$ cat config.mk
export PLATFORM = sky130hd
export DESIGN_NAME = forth_number_token_parser
export DESIGN_NICKNAME = d
export VERILOG_FILES = /design/src/rtl/fntp_pkg.sv /design/src/rtl/fntp_token_core.sv /design/src/rtl/fntp_cfg_regs.sv /design/src/rtl/forth_number_token_parser.sv
export SDC_FILE = /design/constraint.sdc
export NUM_CORES = 1
export LEC_CHECK = 0
export ABC_AREA = 1
export BUFFER_PORTS_ARGS = -buffer_cell sky130_fd_sc_hd__buf_2
export CORE_ASPECT_RATIO = 1.75
export CORE_MARGIN = 2
export CORE_UTILIZATION = 55
export DETAILED_ROUTE_END_ITERATION = 10
export GPL_ROUTABILITY_DRIVEN = 0
export PLACE_DENSITY = 0.82
export SLEW_MARGIN = 10
export SYNTH_ARGS = -nofsm -noshare
export SYNTH_HDL_FRONTEND = slang
export SYNTH_SLANG_ARGS = --single-unit
$ cat constraint.sdc
create_clock -name i_clk -period 9.7 [get_ports i_clk]
set_clock_uncertainty 0.05 [all_clocks]
set_input_delay 0.97 -clock i_clk [delete_from_list [all_inputs] [get_ports i_clk]]
set_output_delay 0.97 -clock i_clk [all_outputs]
set_load 0.05 [all_outputs]
$ cat src/rtl/fntp_pkg.sv
// Shared types and constants for the number token parser.
// No dependencies.
`timescale 1ns / 1ps

package fntp_pkg;

    localparam int OUT_W  = 32;
    localparam int ADDR_W = 3;
    localparam int DATA_W = 32;
    localparam int RADIX_W = 5;
    localparam int IDX_W  = 3;

    // Register index, taken from paddr[2].
    localparam logic REG_DEFAULT_RADIX = 1'b0;

    localparam logic [RADIX_W-1:0] RADIX_RST       = 5'd10;
    localparam logic [RADIX_W-1:0] RADIX_DEC       = 5'd10;
    localparam logic [RADIX_W-1:0] RADIX_HEX       = 5'd16;
    localparam logic [RADIX_W-1:0] RADIX_BIN       = 5'd2;
    localparam logic [RADIX_W-1:0] RADIX_LETTER_MIN = 5'd10;

    localparam logic [IDX_W-1:0] IDX_FIRST     = 3'd0;
    localparam logic [IDX_W-1:0] IDX_QUOTED    = 3'd1;
    localparam logic [IDX_W-1:0] IDX_LIT_CLOSE = 3'd2;
    localparam logic [IDX_W-1:0] IDX_MAX       = 3'd7;

    localparam logic [7:0] CH_HASH    = 8'h23;
    localparam logic [7:0] CH_DOLLAR  = 8'h24;
    localparam logic [7:0] CH_PERCENT = 8'h25;
    localparam logic [7:0] CH_QUOTE   = 8'h27;
    localparam logic [7:0] CH_MINUS   = 8'h2D;
    localparam logic [7:0] CH_0       = 8'h30;
    localparam logic [7:0] CH_1       = 8'h31;
    localparam logic [7:0] CH_9       = 8'h39;
    localparam logic [7:0] CH_UA      = 8'h41;
    localparam logic [7:0] CH_UF      = 8'h46;
    localparam logic [7:0] CH_LA      = 8'h61;
    localparam logic [7:0] CH_LF      = 8'h66;
    localparam logic [7:0] HEX_UP_OFS = 8'h37;
    localparam logic [7:0] HEX_LO_OFS = 8'h57;

    typedef enum logic [3:0] {
        PS_HASH    = 4'b0001,
        PS_DOLLAR  = 4'b0010,
        PS_PERCENT = 4'b0100,
        PS_BODY    = 4'b1000
    } t_prefix_stage;

    typedef struct packed {
        logic             is_number;
        logic [OUT_W-1:0] number_value;
    } t_result;

endpackage

$ cat src/rtl/fntp_token_core.sv
// Per-character token state and the result logic for the number token parser.
// Depends on fntp_pkg.
`timescale 1ns / 1ps

module fntp_token_core #(
    parameter int VALUE_WIDTH = 32
) (
    input  logic                         i_clk,
    input  logic                         i_rst_n,
    input  logic                         i_en,
    input  logic [7:0]                   i_char,
    input  logic                         i_last,
    input  logic [fntp_pkg::RADIX_W-1:0] i_cfg_radix,
    output fntp_pkg::t_result            o_result
);
    import fntp_pkg::*;

    logic [IDX_W-1:0]       r_idx,   n_idx;
    t_prefix_stage          r_ps,    n_ps;
    logic [RADIX_W-1:0]     r_radix, n_radix;
    logic                   r_bin,   n_bin;
    logic                   r_neg,   n_neg;
    logic [VALUE_WIDTH-1:0] r_acc,   n_acc;
    logic                   r_bad,   n_bad;
    logic                   r_dig,   n_dig;
    logic [7:0]             r_quo,   n_quo;
    logic                   r_lit,   n_lit;

    // Values of the current token after taking this character.
    t_prefix_stage          c_ps;
    logic [RADIX_W-1:0]     c_radix;
    logic                   c_bin;
    logic                   c_neg;
    logic [VALUE_WIDTH-1:0] c_acc;
    logic                   c_bad;
    logic                   c_dig;
    logic [VALUE_WIDTH-1:0] c_val;
    logic                   c_lit_hit;

    always_comb begin
        logic                     taken;
        logic [7:0]               top;
        logic [7:0]               diff;
        logic [3:0]               dval;
        logic                     dok;
        logic [VALUE_WIDTH+RADIX_W-1:0] prod;

        taken   = 1'b0;
        c_ps    = r_ps;
        c_radix = (r_idx == IDX_FIRST) ? i_cfg_radix : r_radix;
        c_bin   = r_bin;
        c_neg   = r_neg;
        c_acc   = r_acc;
        c_bad   = r_bad;
        c_dig   = r_dig;
        dval    = 4'd0;
        dok     = 1'b0;
        diff    = 8'd0;
        prod    = '0;

        // A character that is not a prefix falls through every stage at once.
        if (c_ps == PS_HASH) begin
            c_ps = PS_DOLLAR;
            if (i_char == CH_HASH) begin
                c_radix = RADIX_DEC;
                taken   = 1'b1;
            end
        end
        if (!taken && c_ps == PS_DOLLAR) begin
            c_ps = PS_PERCENT;
            if (i_char == CH_DOLLAR) begin
                c_radix = RADIX_HEX;
                taken   = 1'b1;
            end
        end
        if (!taken && c_ps == PS_PERCENT) begin
            c_ps = PS_BODY;
            if (i_char == CH_PERCENT) begin
                c_radix = RADIX_BIN;
                c_bin   = 1'b1;
                taken   = 1'b1;
            end
        end
        if (!taken && !r_dig && !r_neg && !r_bad && i_char == CH_MINUS
                && c_radix == RADIX_DEC) begin
            c_neg = 1'b1;
            taken = 1'b1;
        end

        top = c_bin ? CH_1 : CH_9;
        if (i_char >= CH_0 && i_char <= top) begin
            diff = i_char - CH_0;
            dok  = 1'b1;
        end else if (c_radix >= RADIX_LETTER_MIN && i_char >= CH_UA && i_char <= CH_UF) begin
            diff = i_char - HEX_UP_OFS;
            dok  = 1'b1;
        end else if (c_radix >= RADIX_LETTER_MIN && i_char >= CH_LA && i_char <= CH_LF) begin
            diff = i_char - HEX_LO_OFS;
            dok  = 1'b1;
        end
        dval = diff[3:0];

        prod = (VALUE_WIDTH+RADIX_W)'(r_acc) * (VALUE_WIDTH+RADIX_W)'(c_radix);
        if (!taken) begin
            if (dok) begin
                c_acc = prod[VALUE_WIDTH-1:0] + VALUE_WIDTH'(dval);
                c_dig = 1'b1;
            end else begin
                c_bad = 1'b1;
            end
        end

        c_val     = c_neg ? ('0 - c_acc) : c_acc;
        c_lit_hit = r_lit && (r_idx == IDX_LIT_CLOSE) && (i_char == CH_QUOTE);
    end

    always_comb begin
        if (c_lit_hit) begin
            o_result.is_number    = 1'b1;
            o_result.number_value = OUT_W'(r_quo);
        end else if (!c_bad && c_dig) begin
            o_result.is_number    = 1'b1;
            o_result.number_value = OUT_W'(c_val);
        end else begin
            o_result.is_number    = 1'b0;
            o_result.number_value = '0;
        end
    end

    always_comb begin
        n_idx   = r_idx;
        n_ps    = r_ps;
        n_radix = r_radix;
        n_bin   = r_bin;
        n_neg   = r_neg;
        n_acc   = r_acc;
        n_bad   = r_bad;
        n_dig   = r_dig;
        n_quo   = r_quo;
        n_lit   = r_lit;
        if (i_en) begin
            if (i_last) begin
                n_idx   = IDX_FIRST;
                n_ps    = PS_HASH;
                n_radix = '0;
                n_bin   = 1'b0;
                n_neg   = 1'b0;
                n_acc   = '0;
                n_bad   = 1'b0;
                n_dig   = 1'b0;
                n_quo   = 8'd0;
                n_lit   = 1'b0;
            end else begin
                n_idx   = (r_idx == IDX_MAX) ? IDX_MAX : r_idx + IDX_W'(1);
                n_ps    = c_ps;
                n_radix = c_radix;
                n_bin   = c_bin;
                n_neg   = c_neg;
                n_acc   = c_acc;
                n_bad   = c_bad;
                n_dig   = c_dig;
                if (r_idx == IDX_FIRST) begin
                    n_lit = (i_char == CH_QUOTE);
                end
                if (r_idx == IDX_QUOTED) begin
                    n_quo = i_char;
                end
            end
        end
    end

    always_ff @(posedge i_clk) begin
        if (!i_rst_n) begin
            r_idx   <= IDX_FIRST;
            r_ps    <= PS_HASH;
            r_radix <= '0;
            r_bin   <= 1'b0;
            r_neg   <= 1'b0;
            r_acc   <= '0;
            r_bad   <= 1'b0;
            r_dig   <= 1'b0;
            r_quo   <= 8'd0;
            r_lit   <= 1'b0;
        end else begin
            r_idx   <= n_idx;
            r_ps    <= n_ps;
            r_radix <= n_radix;
            r_bin   <= n_bin;
            r_neg   <= n_neg;
            r_acc   <= n_acc;
            r_bad   <= n_bad;
            r_dig   <= n_dig;
            r_quo   <= n_quo;
            r_lit   <= n_lit;
        end
    end

endmodule

$ cat src/rtl/fntp_cfg_regs.sv
// APB register file holding the default radix of the number token parser.
// Depends on fntp_pkg.
`timescale 1ns / 1ps

module fntp_cfg_regs (
    input  logic                         i_clk,
    input  logic                         i_rst_n,
    input  logic                         psel,
    input  logic                         penable,
    input  logic                         pwrite,
    input  logic [fntp_pkg::ADDR_W-1:0]  paddr,
    input  logic [fntp_pkg::DATA_W-1:0]  pwdata,
    output logic [fntp_pkg::DATA_W-1:0]  prdata,
    output logic                         pready,
    output logic [fntp_pkg::RADIX_W-1:0] o_default_radix
);
    import fntp_pkg::*;

    logic [RADIX_W-1:0] r_radix, n_radix;
    logic               wr_hit;

    assign pready = 1'b1;
    assign wr_hit = psel && penable && pwrite && pready && (paddr[2] == REG_DEFAULT_RADIX);

    always_comb begin
        n_radix = r_radix;
        if (wr_hit) begin
            n_radix = pwdata[RADIX_W-1:0];
        end
    end

    always_ff @(posedge i_clk) begin
        if (!i_rst_n) begin
            r_radix <= RADIX_RST;
        end else begin
            r_radix <= n_radix;
        end
    end

    assign prdata = (paddr[2] == REG_DEFAULT_RADIX) ? DATA_W'(r_radix) : '0;
    assign o_default_radix = r_radix;

endmodule

$ cat src/rtl/forth_number_token_parser.sv
// Number token parser: one character item in per cycle, one result item per token.
// The last character of a token passes the input register, then its result is held in the output register.
// Throughput: 1 item per cycle; the input stalls only while the held character
// is a last character and the output register holds a result that is stalled.
// Reset (i_rst_n low, synchronous) empties both stages, clears the token state
// and sets the default radix to 10.
`timescale 1ns / 1ps

module forth_number_token_parser #(
    parameter int VALUE_WIDTH = 32
) (
    input  logic                         i_clk,
    input  logic                         i_rst_n,
    input  logic                         psel,
    input  logic                         penable,
    input  logic                         pwrite,
    input  logic [fntp_pkg::ADDR_W-1:0]  paddr,
    input  logic [fntp_pkg::DATA_W-1:0]  pwdata,
    output logic [fntp_pkg::DATA_W-1:0]  prdata,
    output logic                         pready,
    input  logic                         i_in_valid,
    output logic                         o_in_stall,
    input  logic [7:0]                   i_char_code,
    input  logic                         i_last_char,
    output logic                         o_out_valid,
    input  logic                         i_out_stall,
    output logic                         o_is_number,
    output logic [fntp_pkg::OUT_W-1:0]   o_number_value
);
    import fntp_pkg::*;

    logic               r_s1_vld, n_s1_vld;
    logic [7:0]         r_s1_char;
    logic               r_s1_last;
    logic               r_out_vld, n_out_vld;
    t_result            r_out_res;
    t_result            core_res;
    logic [RADIX_W-1:0] cfg_radix;
    logic               in_acc;
    logic               out_free;
    logic               advance;

    fntp_cfg_regs u_cfg (
        .i_clk           (i_clk),
        .i_rst_n         (i_rst_n),
        .psel            (psel),
        .penable         (penable),
        .pwrite          (pwrite),
        .paddr           (paddr),
        .pwdata          (pwdata),
        .prdata          (prdata),
        .pready          (pready),
        .o_default_radix (cfg_radix)
    );

    fntp_token_core #(
        .VALUE_WIDTH (VALUE_WIDTH)
    ) u_core (
        .i_clk       (i_clk),
        .i_rst_n     (i_rst_n),
        .i_en        (advance),
        .i_char      (r_s1_char),
        .i_last      (r_s1_last),
        .i_cfg_radix (cfg_radix),
        .o_result    (core_res)
    );

    // A character that ends no token never needs the output register.
    assign out_free   = !r_out_vld || !i_out_stall;
    assign advance    = r_s1_vld && (!r_s1_last || out_free);
    assign o_in_stall = r_s1_vld && !advance;
    assign in_acc     = i_in_valid && !o_in_stall;

    always_comb begin
        n_s1_vld = r_s1_vld;
        if (in_acc) begin
            n_s1_vld = 1'b1;
        end else if (advance) begin
            n_s1_vld = 1'b0;
        end
        n_out_vld = r_out_vld;
        if (advance && r_s1_last) begin
            n_out_vld = 1'b1;
        end else if (r_out_vld && !i_out_stall) begin
            n_out_vld = 1'b0;
        end
    end

    always_ff @(posedge i_clk) begin
        if (!i_rst_n) begin
            r_s1_vld  <= 1'b0;
            r_out_vld <= 1'b0;
        end else begin
            r_s1_vld  <= n_s1_vld;
            r_out_vld <= n_out_vld;
        end
    end

    always_ff @(posedge i_clk) begin
        if (in_acc) begin
            r_s1_char <= i_char_code;
            r_s1_last <= i_last_char;
        end
        if (advance && r_s1_last) begin
            r_out_res <= core_res;
        end
    end

    assign o_out_valid    = r_out_vld;
    assign o_is_number    = r_out_res.is_number;
    assign o_number_value = r_out_res.number_value;

endmodule

-- Word level (Yosys, flattened, before mapping)
Index checks and enable logic that the tools add are counted.
- input bits: 51
- word-level logic and storage cells: 145
- register bits: 106
- $mul: 1
- reductions and logical operators: 45
- equality and inequality tests: 12
- bitwise gates (word level): 2
- add/sub/neg operators: 6
- muxes and demuxes: 54
- magnitude comparators: 7
- operator list (kind ; number):
    2-to-1 mux 32 bit ; 4
    2-to-1 mux 5 bit ; 9
    equality test 8 x 6 -> 1 bit, second input constant ; 5
    2-to-1 mux 33 bit ; 1
    adder 32 x 4 -> 32 bit ; 1
    multiplier 32 x 5 -> 32 bit ; 1
    2-to-1 mux 4 bit ; 8
    subtractor 1 x 32 -> 32 bit, first input constant ; 1
    2-to-1 mux 1 bit ; 27
    2-to-1 mux 8 bit ; 3
    logical AND 1 bit ; 23
    >= comparator 8 x 7 -> 1 bit, second input constant ; 2
    less-or-equal comparator 8 x 7 -> 1 bit, second input constant ; 2
    logical NOT 1 bit ; 12
    >= comparator 8 x 6 -> 1 bit, second input constant ; 1
    less-or-equal comparator 8 x 6 -> 1 bit ; 1
    nonzero test 2 bit ; 4
    subtractor 4 x 3 -> 4 bit, second input constant ; 2
    2-to-1 mux 3 bit ; 2
    equality test 5 x 4 -> 1 bit, second input constant ; 1
    >= comparator 5 x 4 -> 1 bit, second input constant ; 1
    equality test 4 x 1 -> 1 bit, second input constant ; 1
    equality test 4 x 2 -> 1 bit, second input constant ; 1
    equality test 4 x 3 -> 1 bit, second input constant ; 1
    other kinds (10) ; 13

-- Logic depth before layout (Yosys ltp)
Gate-level depths: netlist (run 1).
- word-level depth: 22
- depth in mapped cells: 48

-- Hierarchy
Synthesis (run 1) repeated with hierarchy kept, for this count alone.
- cell total of the unflattened synthesis: 1567
- area, all modules: 11033.1 µm²
- modules (own cells, without submodules) (module ; cells an instance ; times used ; area each (µm²) ; sequential area each (µm²)):
    fntp_token_core ; 1432 ; 1 ; 9171.3 ; 1141.1
    forth_number_token_parser ; 61 ; 1 ; 1371.3 ; 1301.2
    fntp_cfg_regs ; 74 ; 1 ; 490.5 ; 100.1

-- Worst setup path after synthesis (run 1)
Ideal clock, no wire load.
- path kind: register -> register
- start point: reg r_s1_char[0]
- end point: reg r_out_res, in the netlist o_number_value[31] (data pin)
- setup time: 255 ps
- path buffers: 1
- cell stages (with the launch flop): 42
- arrival time: 6669 ps
- path slack: 2726 ps
- period minus slack after synthesis: 6974 ps
- path through: edfxtp_1 -> inv_1 -> ha_1 -> nand3_1 -> nor2_1 -> a31oi_1 -> nand3_2 -> nor2_4 -> nor2_1 -> inv_1 -> ha_1 -> nand2_1 -> nor2_1 -> o2111ai_2 -> clkbuf_1 -> o21ai_0 -> or2_2 -> nand3_1 -> (+6 left out) -> nand3b_1 -> nand2_1 -> nand2_1 -> nand3_1 -> a31oi_1 -> o21ai_0 -> nand2_1 -> nand2_1 -> xnor2_1 -> nand2_2 -> nand2_1 -> nand2_1 -> nor2_2 -> nand4_1 -> nor2_1 -> nand2_1 -> a21oi_1 -> nor2_1
- longest elaborated chain between the ends: 21
- elaborated cells between the ends (all ways): 71
- classes of those cells: add/sub (5); mul (1); order compare (7); eq/ne (7); mux (31); bitwise (1); reduce/logical (19)
- ends and longest elaborated chain (what ; line ; RTL):
    from (decl) ; forth_number_token_parser.sv:33 ; logic [7:0] r_s1_char;
    from (signal assigned) ; forth_number_token_parser.sv:101 ; r_s1_char <= i_char_code;
    branches (longest 21 deep; another with multiplier 32 x 5 -> 32 bit) ; n/a ;
    to (signal assigned) ; forth_number_token_parser.sv:105 ; r_out_res <= core_res;
    to (decl) ; forth_number_token_parser.sv:36 ; t_result r_out_res;
Several ways; the timed one is not identified.
A chain may end at the register's enable or synchronous reset.

-- Worst setup path in the final report (run 1)
- start point: reg r_s1_char[0]
- end point: reg r_out_res, in the netlist o_number_value[30] (data pin)
Same word-level chain as after synthesis.

==> results of run 1 <==
-- power by group through the flow --
stage	Combinational, uW	Clock [uW]	Sequential, uW
floorplan	167	0	504
global placement	214	0	491
detailed placement	218	0	492
CTS	220	387	481
global route	243	406	482
finish	223	385	482
-- worst max-delay path, delay by kind of cell, from the launching register on --
kind | cells | cell delay (ps)
AO/OA/AOI/OAI | 6 | 970
flip-flops | 1 | 510
adder cells (fa/ha/maj) | 6 | 2360
AND/OR/NAND/NOR | 27 | 3430
buffers and inverters | 6 | 770
-- stage by stage --
step	utilization	hold slack, ps
2_1_floorplan	-	391
3_3_place_gp	0.576	400
3_5_place_dp	0.576	404
4_1_cts	0.591	417
5_1_grt	0.591	441
6_report	0.591	418
-- how the worst max path moves through the flow --
stage                         endpoint  slack [ps]  cells past startpoint
finish              o_number_value[30]        1340                     45
global route        o_number_value[29]         760                     43
CTS                 o_number_value[30]        1480                     45
detailed placement  o_number_value[29]        1530                     43
global placement    o_number_value[29]        1710                     43
floorplan           o_number_value[31]        2730                     41
-- cell type report --
type | count | share of cell area
multi-input combinational | 1147 | 0.624
sequential | 106 | 0.219
inverter | 225 | 0.0727
timing repair buffer | 69 | 0.0315
tap | 245 | 0.0264
clock buffer | 9 | 0.0194
clock inverter | 7 | 0.00689
-- routing by layer --
metal  up-vias  track usage  part of all wire
met5         -            0                 0
met4         0        0.239             0.099
met3       148       0.0343             0.047
met2       422        0.514              0.52
met1      4802        0.269              0.33
li1       4853            -                 -
-- cell families (layout without fill, tap and decap cells) --
group,Yosys count,in the layout,synth area share
AO/OA/AOI/OAI,234,234,0.117
XOR/XNOR,32,32,0.0256
adder cells (fa/ha/maj),159,159,0.240
buffers and inverters,296,310,0.116
flip-flops,106,106,0.232
other,2,28,0.000685
AND/OR/NAND/NOR,694,694,0.269
-- cell usage after synthesis, drive strengths merged --
cell and instances:
fa 86, xnor2 5, nor2 181, conb 2
o2111ai 1, buf 47, a21boi 1, o32ai 1
nand4 12, or2 1, xor2 27, nor3 16
clkbuf 24, nand3 72, o21bai 3, nor4 6
a21oi 124, o21ai 78, edfxtp 42, o22ai 5
nand2 402, inv 223, a211oi 2, a31oi 7
dfxtp 64, ha 73, a21o 2, and3 2
o21a 3, nand3b 2, clkinv 2, o211ai 7
-- registers in the layout (all words and copies together), names as in the netlist, 3 cells and up --
| name | flops |
|---|---|
| u_core.r_quo | 8 |
| u_core.r_ps | 4 |
| r_s1_char | 8 |
| u_core.r_radix | 5 |
| o_number_value | 32 |
| u_cfg.o_default_radix | 5 |
| u_core.r_acc | 32 |
| u_core.r_idx | 3 |
==> flow_summary.toml, run 1 <==
[run_status]
status = "completed"

[clocking]
cts.htree.levels = 3
cts_max_path_buffers = 2
cts_hold_buffers = 0
ctsRootBufferMaster = "clkbuf_16"
clock_latency_ps = 370
postCtsSetupBuffers = 0
cts_made_buffers = 9
clkSlewWorstSetupHoldPaths_ps = 80
ctsResizeCount = 0
cts_tree = "built"
clkSinkCount = 106

[critical_path]
r2r_cells = 45
rrSetupSlack_ps = 1340
worst_path_max_delay_cell = "fa_1"
cp_max_fo = 56
cpMostUsedCell = "nand2_1"
crit_arrival_ps = 8420
crit_required_ps = 9750
r2r_end = "o_number_value[30]"
cp-end-kind = "register"
crit_path_start = "r_s1_char[0]"
cp-start-kind = "register"
r2r_start = "r_s1_char[0]"
critPathKind = "register to register"
critPathMaxStageDelay_ps = 570

[pwr]
p_leak_uw = 0.00561
combPwrFrac = 0.204
power.total_uw = 1090
switchingPower_uw = 379
intPower_uw = 710
vdd_drop_max_uv = 120
p_per_area_nw_per_um2 = 93.8
swShare = 0.348
pwr-share-clk = 0.354
seqPwrFrac = 0.442

[detailed_routing]
wl_per_cell_microns = 16.1
vias = 10225
via_per_inst = 5.66
drt.antenna.violating_nets = 0
drt_first_iter_violations = 551
routed_wl_microns = 29100
drc = 0
first_pass_iters = 6

[synthesis]
ys_ff_latch = 106
syn_area_per_cell_sq_um = 7.20
synthTopCellsByArea = "fa_1 16%, nand2_1 13%, dfxtp_1 12%, edfxtp_1 12%, ha_1 8.3%"
syn_inst = 1523
synth_cell_types = 48
synth_warnings = 0
syn_area_sq_um = 11000
yosysTopAreaCell = "fa_1"
synth_top_area_frac = 0.157
ys_seq_area_frac = 0.232

[finish]
drive_above_1_share = 0.101
ff_latch_area_sq_um = 2540
fin_nets = 1768
multi_input_area_sq_um = 7250
fillCellCount = 1821
area_delta_synth_final_pct = 5.92
postLayoutCellArea_sq_um = 11600
antenna_cells = 0
final_cells = 1808
final_cell_mix = "381 x nand2_1, 207 x inv_1, 161 x nor2_1"
final_common_cell = "nand2_1"

[timing]
tns_ps = 0
fin_crit_ps = 8360
tightest_slew_ps = 901
fmax_mhz = 120
relSlewSlack = 0.396
post-route-worst-setup-slack_ps = 1340
fin_crit_sh = 0.862
hold_viol = 0
rsz0062_at_grt = "false"
finalMaxSlewViolations = 0
setup_viol = 0

[global_route]
grt_max_degree = 57
grt_pass1_wl_microns = 47300
antenna_found_initial = 0
grt_pass1_vias = 10243
grt_overflow = 0
grt.total_usage = 0.277

[floorplan]
start_util = 0.558
die_h_microns = 191
num_rows = 68
die_w_microns = 111
core_sq_um = 19700
ios = 119
die_area_sq_um = 21100

[placed_design]
place_inst = 1792
post_dp_cell_area_sq_um = 11300
dp_hpwl_microns = 22300
io_buffers = 61
place_ws_ps = 1530

[hold_path]
hp-class = "register to register"
hold_path_startpoint = "u_core.r_quo[2]"
hold_path_end = "u_core.r_quo[2]"
hold_depth = 2

[job]
maxCapViolCount = 0
Power figures use the tool's default switching activity.
==> inputs of run 2 (changes only) <==
ABC_AREA = unset   (was 1)
==> flow_summary.toml, run 2 <==
[placed_design]
dp_hpwl_microns = 21100
io_buffers = 61
place_ws_ps = 1090

[detailed_routing]
first_pass_iters = 5
drc = 0
routed_wl_microns = 28200
drt_first_iter_violations = 633
via_per_inst = 6.08
drt.antenna.violating_nets = 0
wl_per_cell_microns = 18.4
vias = 9345

[finish]
fin_nets = 1497
final_util = 0.590
area_delta_synth_final_pct = 5.51
final_cell_mix = "161 x nand2_1, 86 x fa_1, 84 x inv_1"
antenna_cells = 0
final_common_cell = "nand2_1"
drive_above_1_share = 0.0929

[synthesis]
synth_top_area_frac = 0.157
syn_area_per_cell_sq_um = 8.64
ys_seq_area_frac = 0.231
yosysTopAreaCell = "fa_1"
synth_cell_types = 83
yosysMostFrequentCell = "nand2_1"
syn_inst = 1272
synthTopCellsByCount = "161 x nand2_1, 86 x fa_1, 84 x inv_1, 79 x and2_1, 75 x nor2_1"
syn_area_sq_um = 11000
synth_ff_type = "dfxtp_1"
synth_edf_count = 42
synthTopCellsByArea = "fa_1 16%, dfxtp_1 12%, edfxtp_1 11%, ha_1 8.3%, nand2_1 5.5%"
synth_async_sr_flop_share = 0
ys_ff_latch = 106
synth_warnings = 0

[pwr]
power.total_uw = 977
p_per_area_nw_per_um2 = 84.3
p_leak_uw = 0.00519
vdd_drop_max_uv = 98.4

[timing]
relSlewSlack = 0.207
tightest_slew_ps = 1180
hold_viol = 0
tns_ps = 0
setup_viol = 0
post-route-worst-setup-slack_ps = 970
fin_crit_ps = 8730
fmax_mhz = 115
fin_crit_sh = 0.900
rsz0062_at_grt = "false"
finalMaxSlewViolations = 0

[critical_path]
cp_max_fo = 22
worst_path_max_delay_cell = "and2_1"
crit_arrival_ps = 8780
critPathKind = "register to register"
crit_required_ps = 9750
cp-start-kind = "register"
crit_chain = "ha_1 > nor4b_1 > nand3_1 > a21boi_1 > and2_1 > nand2_1 > fa_1 > fa_1 > fa_1 > inv_1 > ha_1 > nor2b_1 > o31a_1 > o21a_1 > or3_1 > or3_1 > a21oi_1 > a21oi_1 > or2_1 > nor3_1 > nor3b_1 > or3_1 > a21oi_1"
cp_top_family = "simple AND/OR/NAND/NOR gates"
critPathMaxStageDelay_ps = 940
critPathBufInv = 1
cp-end-kind = "register"

[floorplan]
core_sq_um = 19700
die_h_microns = 191
start_util = 0.559
num_rows = 68
die_area_sq_um = 21200
ios = 119
die_w_microns = 111

[global_route]
grt_pass1_vias = 9483
grt_overflow = 0
grt_max_degree = 59
antenna_found_initial = 0
grt.total_usage = 0.268
grt_pass1_wl_microns = 45700

[clocking]
cts.htree.levels = 3
cts_tree = "built"
ctsResizeCount = 0
cts_made_buffers = 9
clock_latency_ps = 360
postCtsSetupBuffers = 0
cts_max_path_buffers = 2
cts_hold_buffers = 0
clkSinkCount = 106
clkSlewWorstSetupHoldPaths_ps = 80
ctsRootBufferMaster = "clkbuf_16"

[run_status]
status = "completed"

[job]
maxCapViolCount = 0

[hold_path]
hp-class = "register to register"
==> run 2: kinds of logic after synthesis <==
kind of cell,after synthesis,share of synthesized area
and+or+nand+nor,480,0.224
muxes,32,0.0297
buffers and inverters,181,0.0747
adders and majority gates,159,0.240
xor gates and xnor gates,59,0.0477
AOI/OAI and AO/OA,253,0.152
DFF,106,0.231
other,2,0.000683
==> run 2: layout make-up <==
type	count	area, sq um
Timing Repair Buffer	75	410
Multi-Input combinational cell	1011	7740
Sequential cell	106	2540
Clock buffer	10	229
Tap cell	245	307
Inverter	84	315
Fill cell	1674	8060
Clock inverter	6	50.0
==> run 2: per-stage QoR <==
step	hold slack (ps)	cell area, sq um	cells
floorplan	379	11100	1298
global placement	390	11300	1521
detailed placement	408	11300	1521
CTS	425	11600	1537
global route	472	11600	1537
finish	421	11600	1537
==> run 2: worst paths after layout <==
check,start,cells past startpoint,slack (ps),endpoint
setup / recovery,r_s1_char[0],23,970,o_number_value[30]
hold / removal,u_core.r_bin,2,420,u_core.r_bin
setup reg to reg,r_s1_char[0],23,970,o_number_value[30]
hold reg to reg,u_core.r_bin,2,420,u_core.r_bin
==> run 2: layer usage <==
| metal | wire (microns) | GRT usage | vias up |
|---|---|---|---|
| li1 | - | - | 4314 |
| met1 | 10100 | 0.277 | 4521 |
| met2 | 15000 | 0.510 | 396 |
| met3 | 1570 | 0.0333 | 114 |
| met4 | 1610 | 0.165 | 0 |
| met5 | 0 | 0 | - |
==> run 2: where the power goes <==
part	internal, uW	leakage [uW]	switching [uW]	total (uW)
logic	35.6	0.00414	103	139
clock network	177	0.000130	181	358
registers	470	0.000919	10.0	480
total	683	0.00519	294	977
==> run 2: worst min-delay path: stages (launching register included) <==
cell and delay, ps:
dfxtp_1 320, a21oi_1 40, nor2_1 70
